### src/sv/u8u16_pkg.sv
// Shared types, constants and byte-class functions for the UTF-8 to UTF-16 length counter.
`timescale 1ns / 1ps

package u8u16_pkg;

    localparam int COUNT_BITS_DEF = 24;
    localparam int FIELD_BITS     = 24;

    localparam logic [FIELD_BITS-1:0] OUT_MAX       = 24'hFFFFFF;
    localparam logic [FIELD_BITS-1:0] MAX_UNITS_RST = 24'd10000;

    localparam logic [7:0] LEAD2_MASK = 8'hE0;
    localparam logic [7:0] LEAD2_CODE = 8'hC0;
    localparam logic [7:0] LEAD3_MASK = 8'hF0;
    localparam logic [7:0] LEAD3_CODE = 8'hE0;
    localparam logic [7:0] LEAD4_MASK = 8'hF8;
    localparam logic [7:0] LEAD4_CODE = 8'hF0;
    localparam logic [7:0] CONT_MASK  = 8'hC0;
    localparam logic [7:0] CONT_CODE  = 8'h80;

    typedef struct packed {
        logic [7:0] data_byte;
        logic       byte_present;
        logic       end_of_string;
    } in_item_t;

    typedef struct packed {
        logic [FIELD_BITS-1:0] utf16_units;
        logic                  over_limit;
        logic                  count_saturated;
    } out_item_t;

    // Outcome of scanning one window of bytes.
    typedef struct packed {
        logic [2:0][7:0] pend_bytes;
        logic [1:0]      pend_count;
        logic [2:0]      units;
    } scan_t;

    // Length of the sequence that a lead byte opens (1 for anything else).
    function automatic logic [2:0] seq_len(input logic [7:0] lead);
        logic [2:0] n;
        n = 3'd1;
        if ((lead & LEAD2_MASK) == LEAD2_CODE)
            n = 3'd2;
        else if ((lead & LEAD3_MASK) == LEAD3_CODE)
            n = 3'd3;
        else if ((lead & LEAD4_MASK) == LEAD4_CODE)
            n = 3'd4;
        return n;
    endfunction

    function automatic logic is_cont(input logic [7:0] b);
        return (b & CONT_MASK) == CONT_CODE;
    endfunction

endpackage

### src/sv/u8u16_scan.sv
// Window scan: resolve up to four buffered bytes into UTF-16 units and leftover bytes.
`timescale 1ns / 1ps

module u8u16_scan
    import u8u16_pkg::*;
(
    input  logic [2:0][7:0] pend_bytes,
    input  logic [1:0]      pend_count,
    input  in_item_t        item,
    output scan_t           scan
);

    logic [3:0][7:0] win;
    logic [2:0]      cnt;
    logic [2:0]      units;
    logic            stop;
    logic [2:0]      n;
    logic [2:0]      take;
    logic [2:0]      u;
    logic            ok;

    always_comb
    begin
        win   = {8'h00, pend_bytes};
        cnt   = {1'b0, pend_count};
        units = 3'd0;
        stop  = 1'b0;
        n     = 3'd1;
        take  = 3'd1;
        u     = 3'd1;
        ok    = 1'b0;
        if (item.byte_present)
        begin
            win[pend_count] = item.data_byte;
            cnt             = cnt + 3'd1;
        end

        // A pass that does not stop takes at least one byte; four passes suffice.
        for (int it = 0; it < 4; it++)
        begin
            if (!stop && cnt != 3'd0)
            begin
                n    = seq_len(win[0]);
                take = 3'd1;
                u    = 3'd1;
                if (cnt >= n)
                begin
                    ok = (n < 3'd2 || is_cont(win[1])) &&
                         (n < 3'd3 || is_cont(win[2])) &&
                         (n < 3'd4 || is_cont(win[3]));
                    if (ok)
                    begin
                        take = n;
                        if (n == 3'd4 && (win[0][2:0] != 3'd0 || win[1][5:4] != 2'd0))
                            u = 3'd2;
                    end
                end
                else if (!item.end_of_string)
                begin
                    stop = 1'b1;
                end
                if (!stop)
                begin
                    units = units + u;
                    win   = win >> {take, 3'b000};
                    cnt   = cnt - take;
                end
            end
        end

        scan.pend_bytes = win[2:0];
        scan.pend_count = cnt[1:0];
        scan.units      = units;
    end

endmodule

### src/sv/utf8_to_utf16_length_counter.sv
// Top level: UTF-8 byte stream in, UTF-16 code unit count per string out.
`timescale 1ns / 1ps
// An accepted end-of-string item passes through the input register and then the result register to its result item.
// Throughput: 1 item per cycle when not stalled; the input register feeds a combinational window scan.
// An end item stalls only while the result register is full and stalled.
// Reset: clears pending bytes, running count, saturation flag and both valid
// flags; max_units returns to 10000.

module utf8_to_utf16_length_counter
    import u8u16_pkg::*;
#(
    parameter int COUNT_BITS = COUNT_BITS_DEF
)
(
    input  logic                  clk,
    input  logic                  rst_n,
    input  logic                  in_valid,
    output logic                  in_stall,
    input  in_item_t              in_item,
    output logic                  out_valid,
    input  logic                  out_stall,
    output out_item_t             out_item,
    input  logic                  cfg_wr_en,
    input  logic [FIELD_BITS-1:0] cfg_wr_data
);

    // Compare width wide enough for both the counter and the 24-bit fields.
    localparam int CMP_W = (COUNT_BITS > FIELD_BITS) ? COUNT_BITS : FIELD_BITS;
    localparam logic [CMP_W-1:0] CNT_MAX_EXT = CMP_W'({COUNT_BITS{1'b1}});
    localparam logic [CMP_W-1:0] OUT_MAX_EXT = CMP_W'(OUT_MAX);

    // Input register
    logic     in_valid_reg;
    in_item_t in_item_reg;

    // String state
    logic [2:0][7:0]       pend_bytes_reg, pend_bytes_next;
    logic [1:0]            pend_count_reg, pend_count_next;
    logic [COUNT_BITS-1:0] total_reg, total_next;
    logic                  ovf_reg, ovf_next;
    logic [FIELD_BITS-1:0] max_units_reg;

    // Result register
    logic      out_valid_reg;
    out_item_t out_item_reg, out_item_next;

    scan_t                 scan;
    logic                  advance;
    logic [COUNT_BITS:0]   sum;
    logic [CMP_W-1:0]      total_ext;
    logic [CMP_W-1:0]      max_ext;

    // Hold an end item while the result slot is occupied and stalled; every
    // other item goes through the scan in the cycle after it is accepted.
    assign advance  = in_valid_reg &&
                      (!in_item_reg.end_of_string || !out_valid_reg || !out_stall);
    assign in_stall = in_valid_reg && !advance;

    assign out_valid = out_valid_reg;
    assign out_item  = out_item_reg;

    u8u16_scan u_scan
    (
        .pend_bytes (pend_bytes_reg),
        .pend_count (pend_count_reg),
        .item       (in_item_reg),
        .scan       (scan)
    );

    // Saturating add; at most four units per item, so one carry bit suffices.
    always_comb
    begin
        sum        = {1'b0, total_reg} + (COUNT_BITS + 1)'(scan.units);
        total_next = sum[COUNT_BITS] ? {COUNT_BITS{1'b1}} : sum[COUNT_BITS-1:0];
        ovf_next   = ovf_reg | sum[COUNT_BITS];

        total_ext = CMP_W'(total_next);
        max_ext   = CMP_W'(max_units_reg);

        out_item_next.utf16_units     = (total_ext > OUT_MAX_EXT) ? OUT_MAX
                                                                  : total_ext[FIELD_BITS-1:0];
        out_item_next.over_limit      = (total_ext > max_ext) ||
                                        (ovf_next && (max_ext <= CNT_MAX_EXT));
        out_item_next.count_saturated = ovf_next;

        // Drop all string state after an end item.
        if (in_item_reg.end_of_string)
        begin
            pend_bytes_next = '0;
            pend_count_next = 2'd0;
        end
        else
        begin
            pend_bytes_next = scan.pend_bytes;
            pend_count_next = scan.pend_count;
        end
    end

    always_ff @(posedge clk or negedge rst_n)
    begin
        if (!rst_n)
        begin
            in_valid_reg   <= 1'b0;
            pend_bytes_reg <= '0;
            pend_count_reg <= 2'd0;
            total_reg      <= '0;
            ovf_reg        <= 1'b0;
            max_units_reg  <= MAX_UNITS_RST;
            out_valid_reg  <= 1'b0;
        end
        else
        begin
            if (!in_stall)
                in_valid_reg <= in_valid;

            if (cfg_wr_en)
                max_units_reg <= cfg_wr_data;

            if (advance)
            begin
                pend_bytes_reg <= pend_bytes_next;
                pend_count_reg <= pend_count_next;
                if (in_item_reg.end_of_string)
                begin
                    total_reg <= '0;
                    ovf_reg   <= 1'b0;
                end
                else
                begin
                    total_reg <= total_next;
                    ovf_reg   <= ovf_next;
                end
            end

            // Load a result on an end item; otherwise clear once it is taken.
            if (advance && in_item_reg.end_of_string)
                out_valid_reg <= 1'b1;
            else if (!out_stall)
                out_valid_reg <= 1'b0;
        end
    end

    // Payload registers, no reset needed.
    always_ff @(posedge clk)
    begin
        if (in_valid && !in_stall)
            in_item_reg <= in_item;
        if (advance && in_item_reg.end_of_string)
            out_item_reg <= out_item_next;
    end

endmodule
### config.mk
export PLATFORM = sky130hd
export DESIGN_NAME = utf8_to_utf16_length_counter
export DESIGN_NICKNAME = d
export VERILOG_FILES = /design/src/sv/u8u16_pkg.sv /design/src/sv/u8u16_scan.sv /design/src/sv/utf8_to_utf16_length_counter.sv
export SDC_FILE = /design/constraint.sdc
export NUM_CORES = 1
export LEC_CHECK = 0
export BUFFER_PORTS_ARGS = -buffer_cell sky130_fd_sc_hd__buf_2
export CORE_UTILIZATION = 35
export DETAILED_ROUTE_END_ITERATION = 8
export PLACE_DENSITY = 0.57
export SETUP_SLACK_MARGIN = 0.02
export SKIP_LAST_GASP = 1
export SLEW_MARGIN = 20
export SYNTH_ARGS = -nofsm -noshare
export SYNTH_HDL_FRONTEND = slang
export SYNTH_SLANG_ARGS = --single-unit
### constraint.sdc
create_clock -name clk -period 21.8 [get_ports clk]
set_input_delay 2.18 -clock clk [delete_from_list [all_inputs] [get_ports clk]]
set_output_delay 2.18 -clock clk [all_outputs]
set_load 0.02 [all_outputs]
; After elaboration in Yosys (flattened, before gate mapping)
; Index checks and enable logic that the tools add are counted.
[word_totals]
regBits = 113
latchBits = 0
ramBits = 0
mem_bits_ro = 0
input_bits = 39
output_inout_bits = 28
wordCells = 233
n_memories = 0
[classes]
addsub = 9
multipliers = 0
div = 0
n_lt_le_gt_ge = 21
n_eq_ne = 29
n_shift = 4
mux = 94
n_bitwise = 1
reduce_logical = 60
[op_table]
columns = operator, n
row1 = $mux W32, 7
row2 = $mux W3, 54
row3 = $mux W24, 5
row4 = $shr A32 B6 Y32, 3
row5 = $bwmux W32, 1
row6 = $shr A32 B6 Y24, 1
row7 = $add A24 B3 Y25, 1
row8 = $eq A2 B2 Y1 const B, 12
row9 = $eq A3 B3 Y1 const B, 8
row10 = $gt A24 B24 Y1, 1
row11 = $gt A24 B24 Y1 const B, 1
row12 = $le A24 B24 Y1 const B, 1
row13 = $lt A3 B2 Y1 const B, 8
row14 = $reduce_bool A3 Y1, 8
row15 = $logic_and A1 B1 Y1, 21
row16 = $eq A5 B5 Y1 const B, 4
row17 = $logic_or A1 B1 Y1, 19
row18 = $mux W1, 18
row19 = $demux W8 S2, 1
row20 = $eq A4 B4 Y1 const B, 4
row21 = $mux W2, 7
row22 = $ge A3 B3 Y1, 4
row23 = $lt A3 B3 Y1 const B, 4
row24 = $add A3 B3 Y3, 3
row25 = 10 further kinds, 22

; Logic depth before layout (Yosys ltp)
; Gate-level depths: netlist (run 1).
[logic_depth]
depth_word = 70
mapped_depth = 78
depth_no_buf = 74

; Cells and area by module
; A second synthesis (run 1) with hierarchy kept.
[unflattened]
cells_unflattened = 1095
hier_area_um2 = 9157.5
[by_module_without_submodules]
columns = mod, n_inst, cells_per_inst, area_per_inst_um2, seq_area_each_um2
row1 = utf8_to_utf16_length_counter, 1, 561, 5674.2, 3014.1
row2 = u8u16_scan, 1, 534, 3483.3, 0.0

; Worst setup path before layout (run 1)
; OpenSTA, ideal clock, no wires.
[synth_path]
kind = reg2reg
from = register pend_count_reg[0]
to = register out_item_reg, in the netlist out_item[1] (data pin)
setup_time_ns = 0.254
arrival_time_ns = 14.295
required_time_ns = 21.546
slack_ns = 7.251
stages_incl_launch_ff = 78
n_path_buf = 6
period_less_slack_ns = 14.549
path_cell_list = dfrtp_1 -> inv_1 -> ha_1 -> and2_4 -> buf_6 -> buf_6 -> mux2_2 -> nor2_1 -> nand2_1 -> ha_1 -> a21o_1 -> a31oi_1 -> nor2_1 -> o2111a_2 -> inv_2 -> buf_1 -> ha_1 -> fa_1 -> [... 42 more ...] -> nor2_1 -> nand2_1 -> or2_2 -> clkbuf_1 -> nand2_1 -> ha_1 -> nor2b_1 -> o21a_1 -> o21ai_0 -> nand2b_1 -> a21oi_1 -> nor2b_1 -> o21ai_0 -> nand2b_1 -> a21oi_1 -> o221ai_1 -> a221o_1 -> a21o_1
[synth_lines]
columns = element, line_no
row1 = "start, declared", utf8_to_utf16_length_counter.sv:38  ; logic [1:0] pend_count_reg, pend_count_next;
row2 = "start signal, assigned", utf8_to_utf16_length_counter.sv:122  ; pend_count_reg <= pend_count_next;
row3 = "end signal, assigned", utf8_to_utf16_length_counter.sv:149  ; out_item_reg <= out_item_next;
row4 = "end, declared", utf8_to_utf16_length_counter.sv:45  ; out_item_t out_item_reg, out_item_next;

==> results.json, run 1 <==
{
  "cts_buffer_depth": 2,
  "cts_hold_buf": 0,
  "power_uw": 1266,
  "h-tree-depth": 4,
  "tns_ps": 0,
  "cp.arrival_ps": 16590,
  "via_per_inst": 5.674,
  "antenna_found_initial": 0,
  "synth_top_area_share_pct": 21.46,
  "vias": 7563,
  "worst_setup_path_start_kind": "flop",
  "grt_pass1_wl_um": 39720,
  "clk_pin_slew_ps": 60,
  "cts_made_buffers": 17,
  "fin_crit_sh_pct": 75.33,
  "ir_drop_v": 0.00007519,
  "cts_resized": 0,
  "synth_seq_area_share_pct": 35.90,
  "muxShareOfSynthArea_pct": 6.021,
  "cap_violations": 0,
  "synth_common_cells": "147 x nand2_1, 78 x o21ai_0, 72 x dfrtp_1",
  "avgSynthCellArea_um2": 8.828,
  "die_x_um": 156.9,
  "insertion_delay_ps": 420,
  "num_rows": 56,
  "grt_pass1_vias": 7106,
  "rsz0062_at_grt": "no",
  "cts_tree": "done",
  "cp_data_required_time_ps": 21970,
  "hold_viol": 0,
  "fin_nets": 1097,
  "crit_path_top_delay_cell": "o311ai_0",
  "power_density_nw_per_um2": 132.4,
  "p_leak_uw": 0.004367,
  "async_flop_share_pct": 68.14,
  "maxSlewHeadroom_pct": 26.58,
  "yosys_warnings": 0,
  "initial_utilization_pct": 35.77,
  "max_freq_ghz": 0.06090,
  "slowest_delay_ps": 930,
  "synthCells": 951,
  "largest_reg_flops": 26,
  "hold_path_class": "reg2reg",
  "crit_type": "reg2reg",
  "portBuffers": 66,
  "finClkSkew_ps": 9.055,
  "overflow": 0,
  "stdcell_area_um2": 9562,
  "drive_above_1_share_pct": 14.89,
  "synthAdderAreaFrac_pct": 9.121,
  "post_cts_buffers": 0,
  "die_y_um": 156.9,
  "netlist_area_um2": 8396,
  "yosysMostFrequentCell": "nand2_1",
  "slew_viol_final": 0,
  "avgRoutedWirePerCell_um": 18.91,
  "boundaryPins": 67,
  "routed_wl_um": 25210,
  "fin_crit_ps": 16420,
  "synth-xor-area-share_pct": 1.878,
  "end_kind": "flop",
  "cp_common_cell": "ha_1",
  "cp_max_fo": 13,
  "synth_top_family_by_area": "compound AO/OA/AOI/OAI gates",
  "dr.pass1.iters": 6,
  "clock_tree.root_cell": "clkbuf_16",
  "worst_slew_pin_slew_ps": 1091,
  "yosysUniqueCellTypes": 85,
  "place_congestion": 0.9209,
  "status": "finished clean",
  "grt_usage_pct": 21.30,
  "fin_hold_ws_ps": 481.5,
  "yosysTopAreaCell": "dfrtp_1",
  "setup_viol": 0,
  "hpwl_um": 18720,
  "numClockSinks": 113,
  "die-area_um2": 24610,
  "ys.flop_type": "dfrtp_1",
  "drc": 0,
  "syn_nets": 1047,
  "grt_max_degree": 68,
  "syn_to_final_growth_pct": 13.89,
  "synth_compound_area_share_pct": 22.89,
  "yosys.area_share.simple_pct": 19.34,
  "antenna_cells": 0,
  "drt_iter0_drc": 755,
  "ys_seq_elements": 113,
  "core_um2": 23470,
  "dpl_cell_area_um2": 9010,
  "synth_edf_count": 36,
  "ant_nets": 0,
  "synth_area_leaders": "dfrtp_1 21%, edfxtp_1 13%, ha_1 7.5%"
}
==> report_power, final <==
group	internal [µW]	switching (µW)	total, µW	leakage [µW]
clock network	154	110	264	0.000275
registers	248	17.8	266	0.00135
logic	273	463	736	0.00275
total	675	591	1270	0.00437
==> placed cells by master (no fill, tap or decap), drive strengths merged, types with 13 or more instances in the layout <==
| cell type | netlist | routed |
|---|---|---|
| nand2 | 148 | 148 |
| mux2i | 40 | 40 |
| nand3 | 21 | 21 |
| clkbuf | 33 | 19 |
| o21ai | 83 | 83 |
| edfxtp | 36 | 36 |
| nand4 | 14 | 14 |
| a21oi | 43 | 43 |
| buf | 11 | 75 |
| nor3 | 28 | 28 |
| nand2b | 16 | 16 |
| a21o | 13 | 13 |
| dfrtp | 72 | 72 |
| a22o | 33 | 33 |
| nor2 | 54 | 54 |
| ha | 50 | 50 |
| a31oi | 17 | 17 |
| inv | 54 | 61 |
==> worst max-delay path: cells and delay by family (launching register included) <==
kind	cells	cell delay, ps
simple gates	25	6080
buf+inv	7	810
fa+ha+maj	12	3720
compound gates	21	4480
mux	3	610
flops	1	460
==> layer usage <==
| metal | global-route usage [%] | wire, µm | up-vias |
|---|---|---|---|
| li1 | - | - | 3608 |
| met1 | 29.53 | 11460 | 3543 |
| met4 | 9.664 | 886 | 0 |
| met5 | 0 | 0 | - |
| met2 | 32.38 | 11160 | 355 |
| met3 | 3.434 | 1705 | 57 |
==> stage by stage <==
| step | worst slack, ps | utilization, % | std cells |
|---|---|---|---|
| after floorplan | 7251 | - | 951 |
| after global placement | 6009 | 38.38 | 1301 |
| after detailed placement | 5653 | 38.38 | 1301 |
| after CTS | 5594 | 40.74 | 1333 |
| after global routing | 4299 | 40.74 | 1333 |
| final | 5379 | 40.74 | 1333 |
==> worst paths after layout <==
kind	slack [ps]	endpoint	start	cells after the start
worst max-delay path	5380	out_item[1]	pend_count_reg[0]	68
worst min-delay path	480	pend_bytes_reg[16]	pend_bytes_reg[16]	2
worst max register to register	5380	out_item[1]	pend_count_reg[0]	68
worst min register to register	480	pend_bytes_reg[16]	pend_bytes_reg[16]	2
max in group asynchronous	19080	pend_bytes_reg[15]	rst_n	2
min in group asynchronous	1610	pend_count_reg[0]	rst_n	1
==> final cells by class <==
type / instances / area, µm²
Multi-Input combinational cell: 740 / 4994
Clock buffer: 19 / 454.2
Fill cell: 2322 / 13910
Sequential cell: 113 / 3014
Timing Repair Buffer: 75 / 400.4
Inverter: 54 / 202.7
Clock inverter: 13 / 97.59
Tap cell: 319 / 399.1
==> kinds of logic (layout without fill, tap and decap cells) <==
group | Yosys count | count (layout)
buffers and inverters | 98 | 161
AO/OA/AOI/OAI | 278 | 278
flip-flops | 113 | 113
AND/OR/NAND/NOR | 338 | 338
multiplexers | 49 | 49
XOR/XNOR | 18 | 18
adder cells (fa/ha/maj) | 57 | 57
Power figures use the tool's default switching activity.
==> run 2, diff against run 1 <==
--- a/config.mk
+++ b/config.mk
@@ -5,6 +5,7 @@
 export SDC_FILE = /design/constraint.sdc
 export NUM_CORES = 1
 export LEC_CHECK = 0
+export ABC_AREA = 1
 export BUFFER_PORTS_ARGS = -buffer_cell sky130_fd_sc_hd__buf_2
 export CORE_UTILIZATION = 35
 export DETAILED_ROUTE_END_ITERATION = 8
==> constraint.sdc (replaced) <==
create_clock -name clk -period 16.75 [get_ports clk]
set_input_delay 1.675 -clock clk [delete_from_list [all_inputs] [get_ports clk]]
set_output_delay 1.675 -clock clk [all_outputs]
set_load 0.02 [all_outputs]
==> results.json, run 2 <==
{
  "yosysTopAreaCell": "dfrtp_1",
  "multi_input_area_um2": 5065,
  "ant_nets": 0,
  "cts_hold_buf": 0,
  "slowest_delay_ps": 470,
  "worst_slack_ps": 1558,
  "dp_slack_ps": 984.0,
  "syn_nets": 1313,
  "overflow": 0,
  "crit_type": "reg2reg",
  "boundaryPins": 67,
  "maxSlewHeadroom_pct": 31.26,
  "die_x_um": 162.2,
  "antenna_found_initial": 0,
  "async_flop_share_pct": 68.14,
  "layout_commonest_cell": "nand2_1",
  "avgSynthCellArea_um2": 7.377,
  "crit_family": "simple AND/OR/NAND/NOR gates",
  "drive_above_1_share_pct": 16.89,
  "vias": 8384,
  "numClockSinks": 113,
  "setup_viol": 0,
  "fin_crit_ps": 15190,
  "hpwl_um": 21010,
  "place_congestion": 0.9545,
  "core_um2": 25180,
  "grt_usage_pct": 21.22,
  "grt_pass1_vias": 8038,
  "fin_crit_sh_pct": 90.70,
  "synthCells": 1217,
  "yosys_warnings": 0,
  "stdcell_area_um2": 10250,
  "worst_slew_pin_slew_ps": 1025,
  "synth_area_leaders": "dfrtp_1 20%, nand2_1 12%, edfxtp_1 12%",
  "end_kind": "flop",
  "cts_made_buffers": 17,
  "cp_common_cell": "inv_1",
  "routed_wl_um": 27020,
  "crit_path_top_delay_cell": "fa_1",
  "fin_nets": 1368,
  "finClkSkew_ps": 8.433,
  "rsz0062_at_grt": "no",
  "num_rows": 58,
  "antenna_cells": 0,
  "dpl_cell_area_um2": 9577,
  "syn_to_final_growth_pct": 14.17,
  "slew_viol_final": 0,
  "seq_area_um2": 3014,
  "cap_violations": 0,
  "clk_pin_slew_ps": 60,
  "yosysUniqueCellTypes": 62,
  "drc": 0,
  "die_y_um": 162.2,
  "hold_viol": 0,
  "ys_seq_elements": 113,
  "cp_num_buf_inv": 15,
  "grt_max_degree": 78,
  "h-tree-depth": 4,
  "synth_common_cells": "293 x nand2_1, 176 x inv_1, 116 x o21ai_0",
  "initial_utilization_pct": 35.65,
  "max_freq_ghz": 0.06583,
  "clock_tree.root_cell": "clkbuf_16",
  "dr.pass1.iters": 7,
  "synth_edf_count": 36,
  "die-area_um2": 26290,
  "worst_setup_path_start_kind": "flop",
  "cts_tree": "done",
  "largest_reg_flops": 26,
  "cp_max_fo": 20,
  "via_per_inst": 5.191,
  "yosysMostFrequentCell": "nand2_1",
  "final_cell_mix": "293 x nand2_1, 175 x inv_1, 115 x o21ai_0",
  "insertion_delay_ps": 420,
  "cts_buffer_depth": 2,
  "synth_top_area_share_pct": 20.07,
  "cp.arrival_ps": 15480,
  "status": "finished clean",
  "tns_ps": 0,
  "grt_pass1_wl_um": 43100,
  "hold_path_class": "reg2reg",
  "avgRoutedWirePerCell_um": 16.73,
  "num-fill-cells": 2616,
  "drt_iter0_drc": 735,
  "cp_data_required_time_ps": 17040,
  "netlist_area_um2": 8977,
  "ys.flop_type": "dfrtp_1",
  "synth_seq_area_share_pct": 33.57,
  "portBuffers": 66
}
run 2: path summary, 6_finish.rpt:
check	cells past startpoint	startpoint	end	slack (ps)
min in group asynchronous	1	rst_n	max_ext[11]	1300
min reg2reg	2	max_ext[4]	max_ext[4]	490
max	80	pend_count_reg[0]	out_item[1]	1560
min	2	max_ext[4]	max_ext[4]	490
max in group asynchronous	1	rst_n	pend_bytes_reg[17]	14940
max reg2reg	80	pend_count_reg[0]	out_item[1]	1560
run 2: worst reg2reg max path, delay by kind of cell, from the launching register on:
family                   cells  cell delay, ps
AO/OA/AOI/OAI               19            3630
XOR/XNOR                     2             550
adder cells (fa/ha/maj)     11            3570
buffers and inverters       15            1770
flip-flops                   1             410
AND/OR/NAND/NOR             33            5150
run 2: repair_timing:
action,4_1_cts,5_1_grt
resized for setup,0,7
setup buffers,0,0
endpoints found under the setup margin,0,1
run 2: kinds of logic (layout without fill, tap and decap cells):
logic type | count (synthesis) | count (layout) | share of synthesized area (%)
compound gates | 244 | 244 | 16.25
xor+xnor | 13 | 13 | 1.268
fa+ha+maj | 57 | 57 | 8.530
buf+inv | 234 | 301 | 10.49
flops | 113 | 113 | 33.58
mux | 3 | 3 | 0.3484
simple gates | 553 | 554 | 29.53
run 2: layout make-up:
cell class,instances,area share (%)
clock buffer,19,4.321
clock inverter,13,1.807
inverter,197,7.300
multi-input combinational,871,49.41
sequential,113,29.41
tap,330,4.028
timing repair buffer,72,3.723
run 2: through the flow:
step / std cells / hold WS [ps] / util [%]
after floorplan: 1217 / 452.0 / -
after global placement: 1582 / 480.8 / 38.03
after detailed placement: 1582 / 483.5 / 38.03
after CTS: 1614 / 492.4 / 40.52
after global routing: 1615 / 524.3 / 40.70
final: 1615 / 486.6 / 40.70
run 2: metal layers:
metal / global-route usage, % / wire (µm) / part of all wire [%] / up-vias
li1: - / - / - / 4178
met1: 29.71 / 12750 / 47 / 3864
met2: 32.83 / 11770 / 44 / 287
met3: 3.013 / 1642 / 6.1 / 55
met4: 8.362 / 860 / 3.2 / 0
met5: 0 / 0 / 0 / -
Power of run 2 is not shown: default switching activity piles up to over one toggle a cycle in this logic, so the estimate is an artifact.
